## src/rtl/core/ps2m_pkg.sv

```systemverilog
//------------------------------------------------------------------------------
// ps2m_pkg
// Shared constants, types and the initialization command table for the
// PS/2 mouse host controller.
//------------------------------------------------------------------------------
`default_nettype none

package ps2m_pkg;

  localparam int unsigned CommandCountDefault = 13;
  localparam int unsigned PosWidthDefault     = 32;
  localparam int unsigned RomDepth            = 16;

  localparam logic [7:0] DelayReset = 8'd12;

  // Event codes carried on op.
  localparam logic [1:0] OpTick   = 2'd0;
  localparam logic [1:0] OpRxByte = 2'd1;
  localparam logic [1:0] OpClkLow = 2'd2;

  // Protocol bytes.
  localparam logic [7:0] CmdReset    = 8'hFF;
  localparam logic [7:0] CmdReadType = 8'hF2;
  localparam logic [7:0] CmdEnable   = 8'hF4;
  localparam logic [7:0] RspAck      = 8'hFA;
  localparam logic [7:0] RspResend   = 8'hFE;
  localparam logic [7:0] RspError    = 8'hFC;
  localparam logic [7:0] RspSelfTest = 8'hAA;
  localparam logic [7:0] RspDevId    = 8'h00;

  // Register index of send_delay_ticks.
  localparam logic RegSendDelay = 1'b0;

  // One received byte handed to the packet assembler.
  typedef struct packed {
    logic       valid;
    logic [7:0] data;
  } pkt_req_t;

  // Initialization command table; entries past the real list enable reporting.
  function automatic logic [7:0] init_rom(input logic [3:0] idx);
    logic [7:0] b;
    unique case (idx)
      4'd0:    b = 8'hF3;
      4'd1:    b = 8'hC8;
      4'd2:    b = 8'hF3;
      4'd3:    b = 8'h64;
      4'd4:    b = 8'hF3;
      4'd5:    b = 8'h50;
      4'd6:    b = CmdReadType;
      4'd7:    b = 8'hE8;
      4'd8:    b = 8'h03;
      4'd9:    b = 8'hE6;
      4'd10:   b = 8'hF3;
      4'd11:   b = 8'h28;
      default: b = CmdEnable;
    endcase
    return b;
  endfunction

endpackage

`default_nettype wire

```

## src/rtl/core/ps2m_pkt.sv

```systemverilog
//------------------------------------------------------------------------------
// ps2m_pkt
// Packet assembler: syncs on bit 3 of the first byte, collects 4-byte
// packets and keeps buttons, wrapping positions and last nonzero moves.
//------------------------------------------------------------------------------
`default_nettype none

module ps2m_pkt
  import ps2m_pkg::*;
#(
  parameter int unsigned POS_WIDTH = PosWidthDefault
) (
  input  wire logic                        clk_i,
  input  wire logic                        rst_ni,
  input  wire pkt_req_t                    req_i,
  output logic                             done_o,
  output logic [2:0]                       buttons_o,
  output logic signed [POS_WIDTH-1:0]      x_acc_o,
  output logic signed [POS_WIDTH-1:0]      y_acc_o,
  output logic signed [POS_WIDTH-1:0]      z_acc_o,
  output logic signed [7:0]                last_x_o,
  output logic signed [7:0]                last_y_o
);

  logic [1:0]                   slot_q, slot_d;
  logic [7:0]                   store_q [3];
  logic [2:0]                   buttons_q;
  logic signed [POS_WIDTH-1:0]  x_q, y_q, z_q;
  logic signed [7:0]            last_x_q, last_y_q;
  logic                         take, finish;
  logic signed [7:0]            xs, ys, zs;

  assign xs = signed'(store_q[1]);
  assign ys = signed'(store_q[2]);
  assign zs = signed'(req_i.data);

  // A first byte without the always-one bit is dropped to regain sync.
  assign take   = req_i.valid && !(slot_q == 2'd0 && !req_i.data[3]);
  assign finish = take && (slot_q == 2'd3);

  always_comb begin
    slot_d = slot_q;
    if (take) begin
      slot_d = slot_q + 2'd1;
    end
  end

  always_ff @(posedge clk_i) begin
    if (take && !finish) begin
      store_q[slot_q] <= req_i.data;
    end
  end

  always_ff @(posedge clk_i or negedge rst_ni) begin
    if (!rst_ni) begin
      slot_q    <= 2'd0;
      buttons_q <= 3'd0;
      x_q       <= '0;
      y_q       <= '0;
      z_q       <= '0;
      last_x_q  <= 8'sd0;
      last_y_q  <= 8'sd0;
    end else begin
      slot_q <= slot_d;
      if (finish) begin
        buttons_q <= store_q[0][2:0];
        x_q       <= x_q + POS_WIDTH'(xs);
        y_q       <= y_q + POS_WIDTH'(ys);
        z_q       <= z_q + POS_WIDTH'(zs);
        if (xs != 8'sd0) begin
          last_x_q <= xs;
        end
        if (ys != 8'sd0) begin
          last_y_q <= ys;
        end
      end
    end
  end

  assign done_o    = finish;
  assign buttons_o = buttons_q;
  assign x_acc_o   = x_q;
  assign y_acc_o   = y_q;
  assign z_acc_o   = z_q;
  assign last_x_o  = last_x_q;
  assign last_y_o  = last_y_q;

endmodule

`default_nettype wire

```

## src/rtl/core/ps2_mouse_host_init_and_packet.sv

```systemverilog
//------------------------------------------------------------------------------
// ps2_mouse_host_init_and_packet
// Byte-level PS/2 mouse host: reset handshake, table-driven initialization,
// device type capture and 4-byte packet decoding.
//------------------------------------------------------------------------------
// The result of an accepted request is loaded into the output
// register. Throughput: one request per cycle; the input stalls only while a
// result is held back by out_stall_i. All state updates for a request are
// done in the cycle it is accepted. Reset (rst_ni low, asynchronous) returns
// to startup with positions and status cleared and send_delay_ticks at 12.
//------------------------------------------------------------------------------
`default_nettype none

module ps2_mouse_host_init_and_packet
  import ps2m_pkg::*;
#(
  parameter int unsigned COMMAND_COUNT = CommandCountDefault,
  parameter int unsigned POS_WIDTH     = PosWidthDefault
) (
  input  wire logic               clk_i,
  input  wire logic               rst_ni,
  // Configuration port
  input  wire logic               psel,
  input  wire logic               penable,
  input  wire logic               pwrite,
  input  wire logic [2:0]         paddr,
  input  wire logic [31:0]        pwdata,
  output logic [31:0]             prdata,
  output logic                    pready,
  // Event input
  input  wire logic               in_valid_i,
  output logic                    in_stall_o,
  input  wire logic [1:0]         op_i,
  input  wire logic [7:0]         rx_byte_i,
  // Result output
  output logic                    out_valid_o,
  input  wire logic               out_stall_i,
  output logic                    tx_valid_o,
  output logic [7:0]              tx_byte_o,
  output logic                    initialized_o,
  output logic [7:0]              device_id_o,
  output logic [2:0]              buttons_o,
  output logic                    packet_done_o,
  output logic signed [31:0]      x_total_o,
  output logic signed [31:0]      y_total_o,
  output logic signed [31:0]      z_total_o,
  output logic signed [7:0]       last_x_step_o,
  output logic signed [7:0]       last_y_step_o
);

  localparam int unsigned PtrWidth = $clog2(COMMAND_COUNT + 1);

  typedef enum logic [3:0] {
    PhStartup,
    PhResetAck,
    PhWaitAa,
    PhWait00,
    PhWaitClk,
    PhDelay,
    PhAck,
    PhDevType,
    PhRun
  } phase_e;

  phase_e                phase_q, phase_d;
  logic [PtrWidth-1:0]   ptr_q, ptr_d;
  logic [7:0]            sent_q, sent_d;
  logic [7:0]            type_q, type_d;
  logic [7:0]            tick_q, tick_d;
  logic [7:0]            delay_q;
  logic                  out_valid_q;
  logic                  tx_valid_q, tx_valid_d;
  logic [7:0]            tx_byte_q, tx_byte_d;
  logic                  done_q;
  logic                  accept;
  logic                  issue;
  logic [PtrWidth-1:0]   issue_ptr;
  logic [7:0]            rom_byte;
  pkt_req_t              pkt_req;
  logic                  pkt_done;
  logic signed [POS_WIDTH-1:0] x_acc, y_acc, z_acc;
  logic signed [63:0]    x_ext, y_ext, z_ext;

  // Configuration register
  assign pready = 1'b1;
  assign prdata = (paddr[2] == RegSendDelay) ? {24'd0, delay_q} : 32'd0;

  always_ff @(posedge clk_i or negedge rst_ni) begin
    if (!rst_ni) begin
      delay_q <= DelayReset;
    end else if (psel && penable && pwrite && pready && paddr[2] == RegSendDelay) begin
      delay_q <= pwdata[7:0];
    end
  end

  assign accept     = in_valid_i && !in_stall_o;
  assign in_stall_o = out_valid_q && out_stall_i;

  assign rom_byte = init_rom(4'(issue_ptr));

  // Sequencer. An issue either sends a table entry (the next, or the same
  // on a resend) or, past the end of the table, enters the running phase.
  always_comb begin
    phase_d    = phase_q;
    ptr_d      = ptr_q;
    sent_d     = sent_q;
    type_d     = type_q;
    tick_d     = tick_q;
    tx_valid_d = 1'b0;
    tx_byte_d  = 8'd0;
    issue      = 1'b0;
    issue_ptr  = ptr_q;
    pkt_req    = '{valid: 1'b0, data: rx_byte_i};

    if (phase_q == PhStartup) begin
      tx_valid_d = 1'b1;
      tx_byte_d  = CmdReset;
      ptr_d      = '0;
      phase_d    = PhResetAck;
    end else if (op_i == OpRxByte) begin
      unique case (phase_q)
        PhResetAck: if (rx_byte_i == RspAck) phase_d = PhWaitAa;
        PhWaitAa:   if (rx_byte_i == RspSelfTest) phase_d = PhWait00;
        PhWait00:   if (rx_byte_i == RspDevId) phase_d = PhWaitClk;
        PhAck: begin
          priority if (rx_byte_i == RspAck) begin
            ptr_d = ptr_q + PtrWidth'(1);
            if (sent_q == CmdReadType) begin
              phase_d = PhDevType;
            end else begin
              issue     = 1'b1;
              issue_ptr = ptr_q + PtrWidth'(1);
            end
          end else if (rx_byte_i == RspResend) begin
            issue = 1'b1;
          end else if (rx_byte_i == RspError) begin
            tx_valid_d = 1'b1;
            tx_byte_d  = CmdReset;
            ptr_d      = '0;
            phase_d    = PhResetAck;
          end else begin
            phase_d = phase_q;
          end
        end
        PhDevType: begin
          type_d = rx_byte_i;
          issue  = 1'b1;
        end
        PhRun:     pkt_req.valid = 1'b1;
        default:   phase_d = phase_q;
      endcase
    end else if (op_i == OpClkLow) begin
      if (phase_q == PhWaitClk) begin
        tick_d  = delay_q;
        phase_d = PhDelay;
      end
    end else if (op_i == OpTick) begin
      if (phase_q == PhDelay) begin
        if (tick_q == 8'd0) begin
          ptr_d     = '0;
          issue     = 1'b1;
          issue_ptr = '0;
        end else begin
          tick_d = tick_q - 8'd1;
        end
      end
    end

    if (issue) begin
      if (32'(issue_ptr) >= COMMAND_COUNT) begin
        phase_d = PhRun;
      end else begin
        sent_d     = rom_byte;
        tx_valid_d = 1'b1;
        tx_byte_d  = rom_byte;
        phase_d    = PhAck;
      end
    end

    if (!accept) begin
      pkt_req.valid = 1'b0;
    end
  end

  always_ff @(posedge clk_i or negedge rst_ni) begin
    if (!rst_ni) begin
      phase_q     <= PhStartup;
      ptr_q       <= '0;
      sent_q      <= 8'd0;
      type_q      <= 8'd0;
      tick_q      <= 8'd0;
      out_valid_q <= 1'b0;
      tx_valid_q  <= 1'b0;
      tx_byte_q   <= 8'd0;
      done_q      <= 1'b0;
    end else begin
      if (accept) begin
        phase_q    <= phase_d;
        ptr_q      <= ptr_d;
        sent_q     <= sent_d;
        type_q     <= type_d;
        tick_q     <= tick_d;
        tx_valid_q <= tx_valid_d;
        tx_byte_q  <= tx_byte_d;
        done_q     <= pkt_done;
      end
      if (accept) begin
        out_valid_q <= 1'b1;
      end else if (!out_stall_i) begin
        out_valid_q <= 1'b0;
      end
    end
  end

  ps2m_pkt #(
    .POS_WIDTH(POS_WIDTH)
  ) u_pkt (
    .clk_i    (clk_i),
    .rst_ni   (rst_ni),
    .req_i    (pkt_req),
    .done_o   (pkt_done),
    .buttons_o(buttons_o),
    .x_acc_o  (x_acc),
    .y_acc_o  (y_acc),
    .z_acc_o  (z_acc),
    .last_x_o (last_x_step_o),
    .last_y_o (last_y_step_o)
  );

  // Positions are reported sign-extended (or truncated) to 32 bits. State
  // only changes on an accepted request, so while a result waits the status
  // fields still show the values that belong to it.
  assign x_ext = 64'(x_acc);
  assign y_ext = 64'(y_acc);
  assign z_ext = 64'(z_acc);

  assign out_valid_o   = out_valid_q;
  assign tx_valid_o    = tx_valid_q;
  assign tx_byte_o     = tx_byte_q;
  assign initialized_o = (phase_q == PhRun);
  assign device_id_o   = type_q;
  assign packet_done_o = done_q;
  assign x_total_o     = x_ext[31:0];
  assign y_total_o     = y_ext[31:0];
  assign z_total_o     = z_ext[31:0];

endmodule

`default_nettype wire
```

## config.mk

```make
export PLATFORM = sky130hd
export DESIGN_NAME = ps2_mouse_host_init_and_packet
export DESIGN_NICKNAME = d
export VERILOG_FILES = /design/src/rtl/core/ps2m_pkg.sv /design/src/rtl/core/ps2m_pkt.sv /design/src/rtl/core/ps2_mouse_host_init_and_packet.sv
export SDC_FILE = /design/constraint.sdc
export NUM_CORES = 1
export LEC_CHECK = 0
export BUFFER_PORTS_ARGS = -buffer_cell sky130_fd_sc_hd__buf_2
export CAP_MARGIN = 20
export CORE_UTILIZATION = 62
export DETAILED_ROUTE_END_ITERATION = 10
export HOLD_SLACK_MARGIN = 0.05
export MAX_ROUTING_LAYER = met4
export PLACE_DENSITY = 0.87
export SYNTH_ARGS = -nofsm -noshare
export SYNTH_HDL_FRONTEND = slang
export SYNTH_HIERARCHICAL = 1
export SYNTH_SLANG_ARGS = --single-unit
```

## constraint.sdc

```tcl
create_clock -name clk_i -period 8.4 [get_ports clk_i]
set_input_delay 1.26 -clock clk_i [delete_from_list [all_inputs] [get_ports clk_i]]
set_output_delay 1.26 -clock clk_i [all_outputs]
set_load 0.05 [all_outputs]
```

# Word level (Yosys, flattened, before mapping)
# Memory sizes are Yosys's and may differ from the RTL's. A register that Yosys moved wholly into a read port is not among the register bits.
# Cells that the tools add are included.
[word_totals] output_inout_bits=169 regBits=165 mem_bits_rw=24 memories=2 input_bits=52 romBits=128 elab_cells=159
[memory_table] memory="(no name shown)" words=16 width=8 read_ports=1 rd_ports_with_merged_regs=0 wr=0 line_no="ps2m_pkg.sv:43" source="unique case (idx)"
[memory_table] memory="u_pkt.store_q" words=3 width=8 read_ports=3 rd_ports_with_merged_regs=1 wr=1 line_no="ps2m_pkt.sv:26" source="logic [7:0] store_q [3];"
[op_classes] magnitude_cmp=1 n_eq_ne=29 n_reduce_logical=32 n_addsub=6 n_bitwise=4 mux=69
[ops] op="$mux W4" n=28
[ops] op="$mux W8" n=14
[ops] op="$add A32 B8 Y32" n=3
[ops] op="$eq A8 B8 Y1 const B" n=5
[ops] op="$mux W1" n=25
[ops] op="$ne A6 B6 Y1 const B" n=3
[ops] op="$eq A4 B3 Y1 const B" n=4
[ops] op="$logic_not A8 Y1" n=2
[ops] op="$pmux W4 S4" n=1
[ops] op="$reduce_bool A8 Y1" n=2
[ops] op="$ne A5 B5 Y1 const B" n=3
[ops] op="$reduce_and A10 Y1" n=1
[ops] op="$logic_and A1 B1 Y1" n=9
[ops] op="$eq A4 B2 Y1 const B" n=2
[ops] op="$reduce_and A4 Y1" n=2
[ops] op="$reduce_bool A4 Y1" n=2
[ops] op="$sub A8 B1 Y8 const B" n=1
[ops] op="$ne A7 B3 Y1 const B" n=1
[ops] op="$reduce_and A7 Y1" n=1
[ops] op="$logic_not A1 Y1" n=5
[ops] op="$add A4 B1 Y4 const B" n=1
[ops] op="$eq A2 B2 Y1 const B" n=2
[ops] op="$eq A4 B1 Y1 const B" n=1
[ops] op="$eq A4 B4 Y1 const B" n=1
[ops] op="other kinds (15)" n=22

# Longest topological paths before layout
[logic_depth] ltp_word=11 depth_mapped=14

# Cells and area by module
# The synthesis kept the hierarchy.
[by_module_without_submodules] module="ps2m_pkt" cells_each=1099 area_each_um2=9599.2 n_inst=1
[by_module_without_submodules] module="ps2_mouse_host_init_and_packet" cells_each=365 area_each_um2=3303.2 n_inst=1

# Least setup slack after synthesis
# No wires, ideal clock.
[synth_path] path_type="in2reg" from="input op_i[0]" to="register sent_q[5]" setup_ns=0.125 t_arrival_ns=4.024 stages=11 slack_ns=4.251 path_cell_list="inv_1 ha_1 or4_4 o41a_1 a32oi_1 o21ai_0 ha_1 nand2b_1 a311o_1 buf_6 mux2_4"
[synth_via] elab_chain_cells=8 word_cells_on_any_way=15 classes_between="order compare (1); eq/ne (2); mux (8); bitwise (1); reduce/logical (2); memory (1)"
[synth_rtl] item="from (decl)" line_no="ps2_mouse_host_init_and_packet.sv:33" source="input wire logic [1:0] op_i,"
[synth_rtl] item="$logic_not A2 Y1" line_no="ps2_mouse_host_init_and_packet.sv:157" source="end else if (op_i == OpTick) begin"
[synth_rtl] item="$mux W4 (2 in series)"
[synth_rtl] item="$mux W4" line_no="ps2_mouse_host_init_and_packet.sv:120" source="end else if (op_i == OpRxByte) begin"
[synth_rtl] item="$mux W4" line_no="ps2_mouse_host_init_and_packet.sv:115" source="if (phase_q == PhStartup) begin"
[synth_rtl] item="$ge A4 B4 Y1" line_no="ps2_mouse_host_init_and_packet.sv:170" source="if (32'(issue_ptr) >= COMMAND_COUNT) begin"
[synth_rtl] item="$not A1 Y1 (no line)"
[synth_rtl] item="$reduce_and A3 Y1 (no line)"
[synth_rtl] item="to (signal assigned)" line_no="ps2_mouse_host_init_and_packet.sv:200" source="sent_q <= sent_d;"
[synth_rtl] item="to (decl)" line_no="ps2_mouse_host_init_and_packet.sv:67" source="logic [7:0] sent_q, sent_d;"
# Parallel ways exist; a longest one is shown, timed or not.
# A chain may end at the register's enable or synchronous reset.

# Final worst setup path
[layout_path] from="input rx_byte_i[7]" to="register sent_q[5]"
[layout_via] elab_chain_cells=8 word_cells_on_any_way=15 classes_between="order compare (1); eq/ne (2); mux (9); bitwise (1); reduce/logical (1); memory (1)"
[layout_rtl] item="from (decl)" line_no="ps2_mouse_host_init_and_packet.sv:34" source="input wire logic [7:0] rx_byte_i,"
[layout_rtl] item="$eq A8 B8 Y1" line_no="ps2_mouse_host_init_and_packet.sv:126" source="priority if (rx_byte_i == RspAck) begin"
[layout_rtl] item="$mux W4" line_no="ps2_mouse_host_init_and_packet.sv:126"
[layout_rtl] item="$mux W4" line_no="ps2_mouse_host_init_and_packet.sv:121" source="unique case (phase_q)"
[layout_rtl] item="$mux W4" line_no="ps2_mouse_host_init_and_packet.sv:120"
[layout_rtl] item="$mux W4" line_no="ps2_mouse_host_init_and_packet.sv:115"
[layout_rtl] item="$ge A4 B4 Y1" line_no="ps2_mouse_host_init_and_packet.sv:170"
[layout_rtl] item="$not A1 Y1 (no line)"
[layout_rtl] item="$reduce_and A3 Y1 (no line)"
# Parallel ways exist; a longest one is shown, timed or not.

==> results.cfg <==
[status]
status = finished, final reports clean

[sta]
grt_setup_unrepaired = false
max_clock_freq_ghz = 0.226
timing_worst_slew_pin_value_ps = 1080
setup_viol = 0
post-route-period-util = 0.527
slew_violations = 0
min_period_ps = 4430
hold_viol = 0
max_slew_margin = 0.281
fin_tns_setup_ps = 0
skew_ps = 12.1

[place]
dp_hpwl_um = 21300
dpl-instance-area_mm2 = 0.0138
portBuffers = 169
place.gp.congestion = 0.958

[die]
std_cell_rows = 52
dieArea_mm2 = 0.0214
start_util = 0.636
io_pins = 221
core_area_mm2 = 0.0203
die_w_um = 146
die_h_um = 146

[routing]
drcViolationCount = 0
dr.first_iter.drc_count = 764
ant_nets = 0
wl_per_cell_um = 15.9
num_vias = 11200
vias_per_cell = 5.94
first_pass_iters = 5
wl_um = 29900

[job]
drv_cap = 0

[synthesis]
ys.flop_type = dfrtp_1
syn_inst = 1464
syn_area_mm2 = 0.0129
syn_avg_cell_area_um2 = 8.81
seq_area_frac_synth = 0.370
async_flop_share = 0.898
yosys_warnings = 6
synth.distinct_cells = 84
synth_edf_count = 19
synth_seq_cells = 187

[worst_setup_path]
end_kind = flip-flop
crit_type = in -> reg
cp.required_ps = 8710
crit_path_start_kind = input pin
path_max_fanout = 34
arrival_ps = 4740

[finish]
finalInstanceArea_mm2 = 0.0144
syn_to_final_growth_pct = 11.5
fin_util = 0.709
multi_input_area_mm2 = 0.00767
layout-drive-gt1-share = 0.150
n_antenna_cell = 0
fillers = 1594
final_common_cell = nand2_1
nets = 1764
final_cell_mix = nand2_1, buf_2, dfrtp_1
register_area_mm2 = 0.00478

[pwr]
total_power_mw = 2.31
p_seq_frac = 0.458
combPwrFrac = 0.205
intPower_mw = 1.57
p_sw_uw = 746
clock_power_share = 0.337
p_per_area_mw_per_mm2 = 161
switching_share = 0.323
peakVddDrop_mv = 0.181
p_leak_nw = 7.29

[global_routing]
grt_use_total = 0.289
grt_pass1_wl_um = 49300
antenna_found_initial = 0
grt-ovfl-total = 0
first_global_vias = 10300
grt_max_degree = 106

[clock_tree]
clockBufferDepth = 2
cts_setup_buffers = 0
cts_root_buf = clkbuf_16
cts_inserted_buffers = 17
cts.repair.resized = 0
clk-insertion-delay-late_ps = 430
cts.clk_slew.worst_paths_ps = 70
h-tree-depth = 4
cts_hold_buffers = 0
cts_tree = done
numClockSinks = 187

[worst_hold_path]
hold_class = reg -> reg
==> layout make-up <==
cell class,count,area share
multi-input cells,1181,0.533
inverters,38,0.00991
clock inverters,6,0.00417
flip-flops and latches,187,0.332
repair buffers,177,0.0632
clock buffers,26,0.0341
well taps,270,0.0235
==> critical path, cell delays in order <==
cell,delay (ps)
buf_2,580
nand4b_1,370
or2_2,470
nor2_1,290
nand3_1,120
nand2_1,80
a22o_1,200
inv_1,80
ha_1,230
nand2b_1,190
a311o_1,500
mux2_4,340
==> synthesized netlist by cell type, types with 5 or more instances <==
| library cell | instances | share of area |
|---|---|---|
| a211oi_1 | 11 | 0.0064 |
| a21o_1 | 46 | 0.027 |
| a21oi_1 | 103 | 0.040 |
| a31oi_1 | 11 | 0.0053 |
| and2_1 | 7 | 0.0034 |
| and3_1 | 16 | 0.0078 |
| buf_4 | 25 | 0.015 |
| clkbuf_1 | 49 | 0.014 |
| dfrtp_1 | 166 | 0.32 |
| edfxtp_1 | 19 | 0.044 |
| ha_1 | 107 | 0.10 |
| inv_1 | 38 | 0.011 |
| mux2_2 | 18 | 0.016 |
| mux2i_1 | 8 | 0.0062 |
| nand2_1 | 259 | 0.075 |
| nand2b_1 | 13 | 0.0063 |
| nand3_1 | 30 | 0.012 |
| nand4_1 | 10 | 0.0048 |
| nand4b_1 | 7 | 0.0048 |
| nor2_1 | 61 | 0.018 |
| nor2b_1 | 20 | 0.0097 |
| nor3_1 | 21 | 0.0081 |
| nor3b_1 | 11 | 0.0064 |
| nor4_1 | 12 | 0.0058 |
| o211ai_1 | 11 | 0.0064 |
| o21a_1 | 9 | 0.0052 |
| o21ai_0 | 154 | 0.060 |
| o21bai_1 | 11 | 0.0064 |
| o311ai_0 | 6 | 0.0041 |
| o31ai_1 | 5 | 0.0029 |
| o41ai_1 | 8 | 0.0054 |
| or3_1 | 6 | 0.0029 |
| xnor2_1 | 45 | 0.031 |
| xor2_1 | 41 | 0.028 |
==> cells by family after synthesis <==
group,count (synthesis),share of synthesized area
DFF,187,0.370
buffers and inverters,119,0.0427
AOI/OAI and AO/OA,433,0.213
adders and majority gates,110,0.108
muxes,27,0.0231
xor gates and xnor gates,86,0.0584
other,2,0.000582
and+or+nand+nor,500,0.183
==> power by group through the flow <==
stage / Clock, mW / Combinational [mW] / Sequential [mW]
2_1_floorplan: 0 / 0.288 / 1.14
3_3_place_gp: 0 / 0.456 / 1.07
3_5_place_dp: 0 / 0.472 / 1.07
4_1_cts: 0.795 / 0.473 / 1.06
5_1_grt: 0.824 / 0.514 / 1.07
6_report: 0.780 / 0.474 / 1.06
==> path summary, 6_finish.rpt <==
path / cells after the start / endpoint / startpoint / slack [ps]
setup / recovery: 12 / sent_q[5] / rx_byte_i[7] / 3970
hold / removal: 2 / u_pkt/buttons_o[1] / u_pkt/store_q[0][1] / 460
setup reg to reg: 9 / u_pkt/z_acc_o[31] / phase_q[0] / 4710
hold reg to reg: 2 / u_pkt/buttons_o[1] / u_pkt/store_q[0][1] / 460
max in group asynchronous: 2 / u_pkt/y_acc_o[1] / rst_ni / 6370
min in group asynchronous: 1 / u_pkt/x_acc_o[15] / rst_ni / 800
==> through the flow <==
stage | worst slack [ps] | hold WS, ps | std cells
after CTS | 4010 | 464 | 1883
final | 3970 | 463 | 1885
after global placement | 3610 | 427 | 1851
after floorplan | 4250 | 415 | 1487
after detailed placement | 3550 | 453 | 1851
after global routing | 3690 | 481 | 1885
==> flip-flops by register name (all words and copies together), names as in the netlist <==
name and flops:
u_pkt/x_acc_o 32, u_pkt/y_acc_o 32, u_pkt/z_acc_o 32, u_pkt/store_q 19
delay_q 8, device_id_o 8, sent_q 8, tick_q 8
tx_byte_o 8, u_pkt/last_x_o 8, u_pkt/last_y_o 8, phase_q 4
ptr_q 4, u_pkt/buttons_o 3, u_pkt/slot_q 2, out_valid_o 1
packet_done_o 1, tx_valid_o 1
==> per-layer routing <==
layer / GRT usage / vias up / share of wire
li1: - / 5513 / -
met1: 0.379 / 5315 / 0.46
met2: 0.462 / 341 / 0.47
met3: 0.0466 / 37 / 0.055
met4: 0.0854 / 0 / 0.016
met5: - / - / 0
No activity file was read; power rests on OpenSTA's default activity.
